**src/rarmt_pkg.sv**
```systemverilog
`timescale 1ns / 1ps
`default_nettype none
package rarmt_pkg;

  localparam int DATA_W = 32;
  localparam int LC_W   = 11;
  localparam int IDX_W  = 10;

  localparam logic MODE_ADD   = 1'b0;
  localparam logic MODE_QUERY = 1'b1;

  localparam logic [DATA_W-1:0] MIN_VAL = {1'b1, {(DATA_W-1){1'b0}}};
  localparam logic [LC_W-1:0]   LC_RESET = LC_W'(1024);

  typedef enum logic [3:0] {
    ST_CLEAR,
    ST_IDLE,
    ST_VISIT,
    ST_FULL_RD,
    ST_FULL_WR,
    ST_RET,
    ST_FA0,
    ST_FA1,
    ST_FA2,
    ST_FQ0,
    ST_FQ1,
    ST_EMIT
  } state_t;

  function automatic logic [DATA_W-1:0] smax(input logic [DATA_W-1:0] a,
                                             input logic [DATA_W-1:0] b);
    return ($signed(a) > $signed(b)) ? a : b;
  endfunction

endpackage
`default_nettype wire

```
**src/rarmt_if.sv**
```systemverilog
`timescale 1ns / 1ps
`default_nettype none
interface rarmt_item_if;
  logic                            valid;
  logic                            ready;
  logic                            mode;
  logic [rarmt_pkg::IDX_W-1:0]     range_low;
  logic [rarmt_pkg::IDX_W-1:0]     range_high;
  logic signed [rarmt_pkg::DATA_W-1:0] add_amount;
  modport source (output valid, mode, range_low, range_high, add_amount, input ready);
  modport sink (input valid, mode, range_low, range_high, add_amount, output ready);
endinterface

`default_nettype wire

```
**src/rarmt_walk.sv**
```systemverilog
`timescale 1ns / 1ps
`default_nettype none
module rarmt_walk #(
  parameter int MAX_LEAVES = 1024
) (
  input  wire logic                                  clk,
  input  wire logic                                  rst,
  input  wire logic [rarmt_pkg::LC_W-1:0]            leaf_count,
  rarmt_item_if.sink                                 item,
  input  wire logic                                  slot_free,
  output logic                                       res_push,
  output logic [rarmt_pkg::DATA_W-1:0]               res_max,
  output logic                                       res_err,
  output logic [$clog2(MAX_LEAVES)+1:0]              ram_addr,
  output logic                                       max_we,
  output logic                                       pend_we,
  output logic [rarmt_pkg::DATA_W-1:0]               max_wd,
  output logic [rarmt_pkg::DATA_W-1:0]               pend_wd,
  input  wire logic [rarmt_pkg::DATA_W-1:0]          max_rd,
  input  wire logic [rarmt_pkg::DATA_W-1:0]          pend_rd
);

  localparam int AW  = $clog2(MAX_LEAVES) + 2;
  localparam int NB  = $clog2(MAX_LEAVES) + 1;
  localparam int VW  = (NB > rarmt_pkg::LC_W) ? NB : rarmt_pkg::LC_W;
  localparam int SD  = $clog2(MAX_LEAVES) + 1;
  localparam int IW  = $clog2(SD);
  localparam int SPW = $clog2(SD + 1);
  localparam int DW  = rarmt_pkg::DATA_W;

  rarmt_pkg::state_t state, state_next;

  logic [AW-1:0]  clr;
  logic           mode_q;
  logic [VW-1:0]  ql, qr, l, r;
  logic [DW-1:0]  amt, best, ret, tmp;
  logic           err;
  logic [AW-1:0]  k;
  logic [SPW-1:0] sp;

  logic [AW-1:0]  sk    [SD];
  logic [VW-1:0]  sl    [SD];
  logic [VW-1:0]  sr    [SD];
  logic           sside [SD];
  logic [DW-1:0]  sbest [SD];

  logic [VW-1:0]  lc_ext, n, lo_ext, hi_ext, m, t_m;
  logic [VW:0]    lr_sum, t_sum;
  logic           bad, full, descend;
  logic [SPW-1:0] spm1;
  logic [IW-1:0]  tp, pi;
  logic [DW-1:0]  node_val, q_best;
  logic [AW-1:0]  child_l, child_r;

  // effective leaf count: zero reads as one, saturate at the tree size
  always_comb begin
    lc_ext = VW'(leaf_count);
    if (lc_ext == '0) begin
      n = VW'(1);
    end else if (lc_ext > VW'(MAX_LEAVES)) begin
      n = VW'(MAX_LEAVES);
    end else begin
      n = lc_ext;
    end
  end

  assign lo_ext   = VW'(item.range_low);
  assign hi_ext   = VW'(item.range_high);
  assign bad      = (lo_ext > hi_ext) || (hi_ext >= n);
  assign lr_sum   = {1'b0, l} + {1'b0, r};
  assign m        = lr_sum[VW:1];
  assign full     = (ql <= l) && (r <= qr);
  assign child_l  = {k[AW-2:0], 1'b0};
  assign child_r  = {k[AW-2:0], 1'b1};
  assign node_val = max_rd + pend_rd;
  assign spm1     = sp - 1'b1;
  assign tp       = spm1[IW-1:0];
  assign pi       = sp[IW-1:0];
  assign t_sum    = {1'b0, sl[tp]} + {1'b0, sr[tp]};
  assign t_m      = t_sum[VW:1];
  assign descend  = !sside[tp] && (qr > t_m);
  assign q_best   = (mode_q == rarmt_pkg::MODE_QUERY) ? rarmt_pkg::smax(sbest[tp], ret)
                                                      : sbest[tp];

  always_comb begin
    state_next = state;
    case (state)
      rarmt_pkg::ST_CLEAR: begin
        if (clr == {AW{1'b1}}) state_next = rarmt_pkg::ST_IDLE;
      end
      rarmt_pkg::ST_IDLE: begin
        if (item.valid) begin
          if (!bad) state_next = rarmt_pkg::ST_VISIT;
          else if (item.mode == rarmt_pkg::MODE_QUERY) state_next = rarmt_pkg::ST_EMIT;
        end
      end
      rarmt_pkg::ST_VISIT: begin
        if (full) state_next = rarmt_pkg::ST_FULL_RD;
      end
      rarmt_pkg::ST_FULL_RD: state_next = rarmt_pkg::ST_FULL_WR;
      rarmt_pkg::ST_FULL_WR: state_next = rarmt_pkg::ST_RET;
      rarmt_pkg::ST_RET: begin
        if (sp == '0) begin
          state_next = (mode_q == rarmt_pkg::MODE_QUERY) ? rarmt_pkg::ST_EMIT
                                                         : rarmt_pkg::ST_IDLE;
        end else if (descend) begin
          state_next = rarmt_pkg::ST_VISIT;
        end else begin
          state_next = (mode_q == rarmt_pkg::MODE_QUERY) ? rarmt_pkg::ST_FQ0
                                                         : rarmt_pkg::ST_FA0;
        end
      end
      rarmt_pkg::ST_FA0: state_next = rarmt_pkg::ST_FA1;
      rarmt_pkg::ST_FA1: state_next = rarmt_pkg::ST_FA2;
      rarmt_pkg::ST_FA2: state_next = rarmt_pkg::ST_RET;
      rarmt_pkg::ST_FQ0: state_next = rarmt_pkg::ST_FQ1;
      rarmt_pkg::ST_FQ1: state_next = rarmt_pkg::ST_RET;
      rarmt_pkg::ST_EMIT: begin
        if (slot_free) state_next = rarmt_pkg::ST_IDLE;
      end
      default: state_next = rarmt_pkg::ST_IDLE;
    endcase
  end

  always_comb begin
    item.ready = (state == rarmt_pkg::ST_IDLE);
    res_push   = (state == rarmt_pkg::ST_EMIT) && slot_free;
    res_max    = ret;
    res_err    = err;
    ram_addr   = k;
    max_we     = 1'b0;
    pend_we    = 1'b0;
    max_wd     = rarmt_pkg::smax(tmp, node_val);
    pend_wd    = pend_rd + amt;
    case (state)
      rarmt_pkg::ST_CLEAR: begin
        ram_addr = clr;
        max_we   = 1'b1;
        pend_we  = 1'b1;
        max_wd   = '0;
        pend_wd  = '0;
      end
      rarmt_pkg::ST_FULL_WR: pend_we = (mode_q == rarmt_pkg::MODE_ADD);
      rarmt_pkg::ST_FA0: ram_addr = child_l;
      rarmt_pkg::ST_FA1: ram_addr = child_r;
      rarmt_pkg::ST_FA2: max_we = 1'b1;
      default: ;
    endcase
  end

  always_ff @(posedge clk) begin
    if (rst) begin
      state <= rarmt_pkg::ST_CLEAR;
      clr   <= '0;
    end else begin
      state <= state_next;
      if (state == rarmt_pkg::ST_CLEAR) clr <= clr + 1'b1;
    end
  end

  always_ff @(posedge clk) begin
    case (state)
      rarmt_pkg::ST_IDLE: begin
        if (item.valid) begin
          mode_q <= item.mode;
          ql     <= lo_ext;
          qr     <= hi_ext;
          amt    <= item.add_amount;
          k      <= AW'(1);
          l      <= '0;
          r      <= n - 1'b1;
          sp     <= '0;
          ret    <= '0;
          err    <= bad;
        end
      end
      rarmt_pkg::ST_VISIT: begin
        if (!full) begin
          // push the partly covered node, step into its first overlapping child
          sk[pi]    <= k;
          sl[pi]    <= l;
          sr[pi]    <= r;
          sbest[pi] <= rarmt_pkg::MIN_VAL;
          sside[pi] <= !(ql <= m);
          sp        <= sp + 1'b1;
          if (ql <= m) begin
            k <= child_l;
            r <= m;
          end else begin
            k <= child_r;
            l <= m + 1'b1;
          end
        end
      end
      rarmt_pkg::ST_FULL_WR: begin
        if (mode_q == rarmt_pkg::MODE_QUERY) ret <= node_val;
      end
      rarmt_pkg::ST_RET: begin
        if (sp != '0) begin
          if (descend) begin
            sside[tp] <= 1'b1;
            sbest[tp] <= q_best;
            k         <= {sk[tp][AW-2:0], 1'b1};
            l         <= t_m + 1'b1;
            r         <= sr[tp];
          end else begin
            k    <= sk[tp];
            l    <= sl[tp];
            r    <= sr[tp];
            best <= q_best;
            sp   <= spm1;
          end
        end
      end
      rarmt_pkg::ST_FA1: tmp <= node_val;
      rarmt_pkg::ST_FQ1: ret <= best + pend_rd;
      default: ;
    endcase
  end

endmodule
`default_nettype wire

```
**src/flat_wrapper.sv**
```systemverilog
// flat-port wrapper written by rule: the top's interface ports become plain ports
module rarmt_walk_flat 
#(
  parameter int MAX_LEAVES = 1024
)
  (clk, rst, leaf_count, slot_free, res_push, res_max, res_err, ram_addr, max_we, pend_we, max_wd, pend_wd, max_rd, pend_rd, item_valid, item_mode, item_range_low, item_range_high, item_add_amount, item_ready);
  rarmt_item_if item_i ();
  input  wire logic clk;
  input  wire logic rst;
  input  wire logic [rarmt_pkg::LC_W-1:0] leaf_count;
  input  wire logic slot_free;
  output logic res_push;
  output logic [rarmt_pkg::DATA_W-1:0] res_max;
  output logic res_err;
  output logic [$clog2(MAX_LEAVES)+1:0] ram_addr;
  output logic max_we;
  output logic pend_we;
  output logic [rarmt_pkg::DATA_W-1:0] max_wd;
  output logic [rarmt_pkg::DATA_W-1:0] pend_wd;
  input  wire logic [rarmt_pkg::DATA_W-1:0] max_rd;
  input  wire logic [rarmt_pkg::DATA_W-1:0] pend_rd;
  input wire logic [$bits(item_i.valid)-1:0] item_valid;
  input wire logic [$bits(item_i.mode)-1:0] item_mode;
  input wire logic [$bits(item_i.range_low)-1:0] item_range_low;
  input wire logic [$bits(item_i.range_high)-1:0] item_range_high;
  input wire logic [$bits(item_i.add_amount)-1:0] item_add_amount;
  output wire logic [$bits(item_i.ready)-1:0] item_ready;
  assign item_i.valid = item_valid;
  assign item_i.mode = item_mode;
  assign item_i.range_low = item_range_low;
  assign item_i.range_high = item_range_high;
  assign item_i.add_amount = item_add_amount;
  assign item_ready = item_i.ready;
  rarmt_walk #(.MAX_LEAVES(MAX_LEAVES)) u_core (.clk(clk), .rst(rst), .leaf_count(leaf_count), .item(item_i), .slot_free(slot_free), .res_push(res_push), .res_max(res_max), .res_err(res_err), .ram_addr(ram_addr), .max_we(max_we), .pend_we(pend_we), .max_wd(max_wd), .pend_wd(pend_wd), .max_rd(max_rd), .pend_rd(pend_rd));
endmodule
```
**config.mk**
```make
export PLATFORM = sky130hd
export DESIGN_NAME = rarmt_walk_flat
export DESIGN_NICKNAME = d
export VERILOG_FILES = /design/src/rarmt_pkg.sv /design/src/rarmt_if.sv /design/src/rarmt_walk.sv /design/src/flat_wrapper.sv
export SDC_FILE = /design/constraint.sdc
export NUM_CORES = 2
export LEC_CHECK = 0
export ABC_AREA = 1
export BUFFER_PORTS_ARGS = -buffer_cell sky130_fd_sc_hd__buf_2
export CAP_MARGIN = 40
export CORE_MARGIN = 2
export CORE_UTILIZATION = 45
export CTS_BUF_LIST = sky130_fd_sc_hd__clkbuf_8
export DETAILED_ROUTE_END_ITERATION = 10
export SETUP_SLACK_MARGIN = 0.15
export SLEW_MARGIN = 20
export SYNTH_ARGS = -nofsm -noshare
export SYNTH_HDL_FRONTEND = slang
export SYNTH_SLANG_ARGS = --single-unit
```
**constraint.sdc**
```tcl
create_clock -name clk -period 7.55 [get_ports clk]
set_clock_uncertainty 0.15 [all_clocks]
set_input_delay 1.1325 -clock clk [delete_from_list [all_inputs] [get_ports clk]]
set_output_delay 1.1325 -clock clk [all_outputs]
set_load 0.05 [all_outputs]
```
# After elaboration in Yosys (flattened, before gate mapping)
# Memory sizes are Yosys's and may differ from the RTL's.
# Index checks and enable logic that the tools add are counted.
dict set report totals {
  n_memories 5
  word_cells 147
  mem_bits_rw 737
  in_bits 132
  output_inout_bits 113
  register_bits 204
}
# name words width rd rd_ports_with_merged_regs wr line
set mem_list {}
lappend mem_list {u_core.sbest 11 32 1 0 1 rarmt_walk.sv:45} ;# logic [DW-1:0] sbest [SD];
lappend mem_list {u_core.sk 11 12 1 0 1 rarmt_walk.sv:41} ;# logic [AW-1:0] sk [SD];
lappend mem_list {u_core.sl 11 11 1 0 1 rarmt_walk.sv:42} ;# logic [VW-1:0] sl [SD];
lappend mem_list {u_core.sr 11 11 1 0 1 rarmt_walk.sv:43} ;# logic [VW-1:0] sr [SD];
lappend mem_list {u_core.sside 11 1 1 0 1 rarmt_walk.sv:44} ;# logic sside [SD];
dict set report op_classes {
  n_bitwise 2
  n_reduce_logical 24
  add_sub_neg 11
  n_eq_ne 23
  n_mux 59
  order_cmp 9
}
# op n
set op_table {}
lappend op_table {{32-bit 2-to-1 mux} 8}
lappend op_table {{11-bit 2-to-1 mux} 11}
lappend op_table {{32-bit adder} 3}
lappend op_table {{32-bit case mux with 3 select lines} 1}
lappend op_table {{12-bit case mux with 3 select lines} 2}
lappend op_table {{11-bit case mux with 3 select lines} 2}
lappend op_table {{32-bit > comparator} 2}
lappend op_table {{4-bit 2-to-1 mux} 16}
lappend op_table {{12-bit 2-to-1 mux} 4}
lappend op_table {{4-bit case mux with 10 select lines} 1}
lappend op_table {{32-bit OR reduction} 1}
lappend op_table {{11-bit by 11-bit adder with 12-bit output} 2}
lappend op_table {{11-bit by 1-bit adder with 11-bit output, second input constant} 2}
lappend op_table {{10-bit by 11-bit <= comparator with 1-bit output} 2}
lappend op_table {{5-bit AND reduction} 4}
lappend op_table {{4-bit by 3-bit == test with 1-bit output, second input constant} 4}
lappend op_table {{4-bit == test, second input constant} 4}
lappend op_table {{12-bit by 1-bit adder with 12-bit output, second input constant} 1}
lappend op_table {{12-bit == test, second input constant} 1}
lappend op_table {{1-bit 2-to-1 mux} 12}
lappend op_table {{4-bit case mux with 3 select lines} 1}
lappend op_table {{10-bit by 11-bit greater-or-equal comparator with 1-bit output} 1}
lappend op_table {{10-bit by 11-bit > comparator with 1-bit output} 1}
lappend op_table {{11-bit > comparator, second input constant} 1}
lappend op_table {{other kinds (25)} 41}

# Longest topological paths before layout
# An unclocked memory read counts as a cell.
dict set report logic_depth {
  ltp_word 11
  mapped_depth 45
}

# Worst setup path after synthesis
# No wires, ideal clock.
dict set report synth_timing {
  path_kind {register to register}
  from {register u_core.sp[0], in the netlist u_core.pi[0]}
  to {memory u_core.sbest[1][0] (netlist bit), enable pin}
  t_required_ns 6.977
  stages_incl_launch_ff 39
  slack_ns -0.107
  t_arrival_ns 7.083
  path_cell_list {edfxtp_1 > inv_2 > buf_6 > buf_6 > clkbuf_1 > buf_2 > buf_2 > ha_1 > inv_1 > clkbuf_1 > buf_2 > buf_1 > nand3_1 > a311o_1 > nand2_1 > inv_1 > ha_1 > a21oi_1 > (+3 left out) > nand2_1 > nand2_1 > nand2_1 > ha_1 > nand2_1 > inv_1 > nand2_1 > nand2_1 > nand2_1 > nand2_1 > nand2_1 > nor2_2 > nand4_4 > inv_2 > nand2_4 > o21ai_2 > nand2_1 > nor2_1}
}
dict set report synth_between {
  elab_chain_len 11
  elab_cells_between_ends 16
  classes_between {add/sub: 2; order compare: 1; mux: 6; reduce/logical: 4; memory: 3}
}
# item line
set synth_rtl {}
lappend synth_rtl {{start: declaration} rarmt_walk.sv:39} ;# logic [SPW-1:0] sp;
lappend synth_rtl {{start signal: assignment} rarmt_walk.sv:185} ;# sp <= sp + 1'b1;
lappend synth_rtl {{start signal: assignment} rarmt_walk.sv:211} ;# sp <= spm1;
lappend synth_rtl {{4-bit by 1-bit subtractor with 4-bit output} rarmt_walk.sv:76} ;# assign spm1 = sp - 1'b1;
lappend synth_rtl {{memory read 11 x 11 bit, on equally long branches} n/a}
lappend synth_rtl {{11-bit by 11-bit adder with 12-bit output} rarmt_walk.sv:79} ;# assign t_sum = {1'b0, sl[tp]} + {1'b0, sr[tp]};
lappend synth_rtl {{10-bit by 11-bit > comparator with 1-bit output} rarmt_walk.sv:81} ;# assign descend = !sside[tp] && (qr > t_m);
lappend synth_rtl {{1-bit logical AND} rarmt_walk.sv:81}
lappend synth_rtl {{1-bit 2-to-1 mux} rarmt_walk.sv:200} ;# if (descend) begin
lappend synth_rtl {{1-bit 2-to-1 mux} rarmt_walk.sv:199} ;# if (sp != '0) begin
lappend synth_rtl {{1-bit 2-to-1 mux} rarmt_walk.sv:162} ;# case (state)
lappend synth_rtl {{1-bit 2-to-1 mux (implied by the code)} rarmt_walk.sv:202} ;# sbest[tp] <= q_best;
lappend synth_rtl {{32-bit OR reduction (no source line)} n/a}
lappend synth_rtl {{4-bit 2-to-1 mux (no source line) or 1-bit 2-to-1 mux (tied branches)} n/a}
lappend synth_rtl {{end: declaration} rarmt_walk.sv:45}
# Parallel ways exist; a longest one is shown, timed or not.

# Final worst setup path
dict set report layout_timing {
  from {input pend_rd[20] (netlist bit)}
  to {output max_wd[16] (netlist bit)}
}
dict set report layout_between {
  elab_chain_len 4
}
# item line
set layout_rtl {}
lappend layout_rtl {{start: declaration} flat_wrapper.sv:21} ;# input wire logic [rarmt_pkg::DATA_W-1:0] pend_rd;
lappend layout_rtl {{32-bit adder} rarmt_walk.sv:75} ;# assign node_val = max_rd + pend_rd;
lappend layout_rtl {{net u_core.node_val[30]} rarmt_walk.sv:52} ;# logic [DW-1:0] node_val, q_best;
lappend layout_rtl {{32-bit > comparator} rarmt_pkg.sv:32} ;# return ($signed(a) > $signed(b)) ? a : b;
lappend layout_rtl {{32-bit 2-to-1 mux} rarmt_pkg.sv:32}
lappend layout_rtl {{32-bit 2-to-1 mux} rarmt_walk.sv:135} ;# case (state)
lappend layout_rtl {{end: declaration} flat_wrapper.sv:18} ;# output logic [rarmt_pkg::DATA_W-1:0] max_wd;
# The timed path passes the listed nets, and every way through them passes these cells.

==> flow_results.org <==
** Route
- For this block, the via count after detailed routing is about 36000.
- DRC viols :: 0
- Sum of routed wire length over all layers :: approximately 140 mm
- In this run, the number of DRC markers left after iteration 0 of detailed routing was roughly 3600.
- Antenna Nets Post-Route :: 0
- Initial DRT Pass Iterations :: 9
- Dividing the detail-routed via count by the number of cells gives ~5.7.
- After detailed routing, the average wire length per cell comes to around 22 um.

** Finish
- Synth-to-Final Area Change :: 13.30%
- Fraction of final layout cells with drive strength greater than 1 :: 0.1188
- After routing the design area is approximately 53000 um^2.
- For this run, the post-layout net count is ~5200.

** Power and ir drop
- Gate power share :: 0.058
- The internal portion of the total power is ~8 mW.
- Share of power burned in the clock network :: 0.401
- Of the total power, the share spent switching nets is 0.2399.
- The analysis attributes to cell leakage a power of just over 20 nW.
- PD cells :: about 200 nW/um^2
- The share of total power dissipated in sequential elements is 0.541.
- Power spent charging and discharging nets :: between 2 and 3 mW
- Worst IR drop on VDD :: about 0.17 mV

** Floorplan
- Measured along the x axis, the die boundary spans about 330 um.
- Total core area :: about 100000 um^2
- Height of the chip :: ~330 um
- Effective utilization at floorplan :: 0.4538
- Count of pins on the block boundary :: around 250
- Total die area :: ~110000 um^2
- Row generation in the floorplan step produced roughly 120 rows.

** Logic synthesis
- Yosys attributes the largest share of cell area to edfxtp_1 (59%), ha_1 (6.5%), nand2_1 (5.9%).
- After synthesis, the mean cell area works out to roughly 10 um^2.
- The share of the synthesized area in compound gates (AO/OA/AOI/OAI) was 0.1441.
- Of the total synthesized cell area, the portion taken by AND, OR, NAND and NOR gates is 0.1297.
- Distinct cell type count of the synthesized netlist :: 63
- Leading register cell type out of synthesis :: edfxtp_1
- Xor and xnor area share after synthesis :: 0.01301
- Share of synthesized cell area in full adder, half adder and majority cells :: 0.06730
- Post-Synthesis Cells :: approximately 4500
- After synthesis, the share of cell area in mux cells is 0.
- After synthesis, the largest family of logic cells by area is compound AO/OA/AOI/OAI gates.
- Of the post-synthesis cell area, the dominant cell type holds 0.5906.
- The share of the Yosys chip area taken by registers is 0.5974.
- For this run, asynchronously set or reset flops after synthesis account for 0.
- Number of register bits inferred by synthesis :: around 940
- Dominant cell type by area after synthesis :: edfxtp_1
- Mapped Area :: 47030 um^2
- Synthesized netlist net count :: 4876
- Yosys mapped a number of flops with a built-in enable equal to between 900 and 1000.
- During synthesis, Yosys emitted a total of 0 warnings.

** Clocking
- TritonCTS built the clock tree.
- Cts bufs inserted :: about 160
- H-Tree Level Count :: 4
- No sink is reached through more buffers than the 3 on the longest clock path.
- CTS sink count :: between 900 and 1000
- Clock-pin slew was measured on the worst setup and hold paths at about 70 ps.
- Hold Buf Count CTS :: 0
- Clock latency on the worst-skew pair, taken at its later pin, is between 800 and 900 ps.
- The cell sitting at the root of the clock tree is a clkbuf_8.

** Global route
- The number of global-route vias before repair was ~34000.
- Summed over all layers, the global routing overflow is 0.
- First-pass GRT wire length :: about 210 mm
- Entering global routing, the biggest net connects between 150 and 200 pins.
- Aggregate global-route resource usage :: 0.2579
- Number of antenna violations at the first check in global routing :: 4

** Setup path
- The critical path contains buffers and inverters numbering 4 combined.
- Crit Path Class :: in2out
- Of all nets on the critical path, the largest fanout is 32.
- In this design, the largest share of critical-path delay is due to simple AND/OR/NAND/NOR gates.
- The startpoint identified for the worst register-to-register timing path is u_core.pi[0].
- For the worst setup path, the data required time is approximately 6300 ps.
- The largest single stage delay on the critical path is approximately 600 ps.
- Top cell by count, worst path :: nand2_1
- Critical-path top delay cell :: nor4_1
- End of the worst register-to-register path :: u_core.sbest[1][9]
- The worst setup path is captured at a primary output.
- Arrival time of data at the critical path endpoint :: just under 6000 ps
- For flop-to-flop paths, the worst setup slack is between 600 and 700 ps.
- STA classifies the critical path startpoint as an input pin.
- For the worst flop-to-flop path, the logic depth is 31.

** STA
- The final-report max-slew violation count was 0.
- In the finished design, the share of the clock period the worst path needs comes to 0.9377.
- Highest clock rate :: 141.3 MHz
- Total count of hold-check failures in the final report :: 0
- At the pin with the least slew margin, the transition time is 903.5 ps.
- Setup repair after global routing left no endpoint under its margin.
- Setup violations remaining at the end of the flow were counted as 0.
- Across all hold checks on the routed design, the worst slack comes to between 200 and 300 ps.
- After layout, the minimum clock period comes to just over 7000 ps.
- Max_slew headroom :: 0.3977

** Place
- Routability-driven placement finished with a final weighted congestion of 0.9163.
- Once placement finished, the instance area stood at around 50000 um^2.
- DP Wirelength :: slightly above 90 mm
- Count of port buffers added during placement :: approximately 240

** Worst hold path
- The min-delay analysis places its worst path in the category in2reg.
- Along the worst hold path, the cell count comes to 1.
- In this run the most critical hold path is launched from item_add_amount[18].
- The worst hold path terminates at u_core.amt[18].

** Run
- The tool flagged a number of max-cap violations equal to 0.

** Status
- Outcome :: complete, no violations
-- power by group through the flow --
stage / Sequential (mW) / Clock (mW) / Combinational (mW)
3_5_place_dp: 5.78 / 0 / 0.596
4_1_cts: 5.67 / 4.27 / 0.599
3_3_place_gp: 5.78 / 0 / 0.593
2_1_floorplan: 5.78 / 0 / 0.385
5_1_grt: 5.67 / 4.47 / 0.681
6_report: 5.67 / 4.20 / 0.612
-- layer usage --
| metal | wire length (um) | vias up | track usage |
|---|---|---|---|
| li1 | - | 16802 | - |
| met1 | 63640 | 17423 | 0.3826 |
| met2 | 60690 | 1485 | 0.3808 |
| met3 | 12290 | 234 | 0.05565 |
| met4 | 3400 | 0 | 0.07379 |
| met5 | 0 | - | 0 |
-- worst max path at each step --
stage | startpoint | endpoint | slack [ps] | cells after the start
after global routing | pend_rd[0] | max_wd[24] | 140 | 25
after CTS | pend_rd[0] | max_wd[15] | 190 | 25
after floorplan | u_core.pi[0] | u_core.sbest[1][0] | -110 | 38
after global placement | pend_rd[0] | max_wd[30] | 320 | 25
after detailed placement | pend_rd[0] | max_wd[15] | 230 | 25
final | pend_rd[20] | max_wd[16] | 470 | 25
-- metrics by stage --
stage               std cells  TNS (ps)  total power [mW]  utilization  setup slack [ps]
floorplan                4494    -33860             6.163            -            -106.6
global placement         5998         0             6.372       0.4839             323.7
detailed placement       6002         0             6.375       0.4849             232.2
CTS                      6271         0             10.54       0.5121             185.6
global route             6291         0             10.82       0.5141             140.5
finish                   6291         0             10.48       0.5141             470.5
-- kinds of logic (layout without fill, tap and decap cells) --
group                      Yosys count  count (layout)
AOI/OAI and AO/OA                 1134            1134
xor gates and xnor gates            69              69
adders and majority gates          250             250
buffers and inverters              595            1009
DFF                                941             941
other                                0               3
and+or+nand+nor                   1505            1505
-- sequential cells by signal (all words and copies together), names as in the netlist, 11 cells and up --
signal / flops
u_core.sbest: 352
u_core.sside: 11
u_core.sr: 121
u_core.amt: 32
u_core.res_max: 32
u_core.sl: 121
u_core.sk: 132
u_core.k: 12
u_core.r: 11
u_core.best: 32
u_core.tmp: 32
u_core.l: 11
u_core.clr: 12
-- area by class of cell --
class	instances	area (um^2)
inverter	404	1538
clock buffer	161	2216
clock inverter	108	606.8
fill	9370	50360
timing repair buffer	336	2186
tap	1380	1727
multi-input combinational	2958	16910
sequential	941	28100
antenna	3	7.507
-- placed cells by master (no fill, tap or decap), types with 79 or more instances in the layout --
master	synthesis	layout
a21oi_1	341	341
buf_2	28	243
clkbuf_8	0	161
edfxtp_1	925	925
ha_1	245	244
inv_1	396	451
nand2_1	734	734
nand3_1	163	161
nor2_1	514	489
o211ai_1	79	79
o21ai_0	409	408
-- cell usage after synthesis (all sizes together), types with 40 or more instances --
cell / count
o221ai: 69
clkbuf: 137
o211ai: 79
a211o: 40
o21ai: 418
inv: 403
nand2: 737
nand3: 163
edfxtp: 925
o22ai: 64
ha: 245
buf: 54
nor2: 517
xor2: 51
a21oi: 341
-- repair_timing --
action                                  4_1_cts  5_1_grt
endpoints found under the setup margin        0      449
setup buffers                                 0       12
gates resized for setup                       0       14
(Power assumes the default switching activity.)
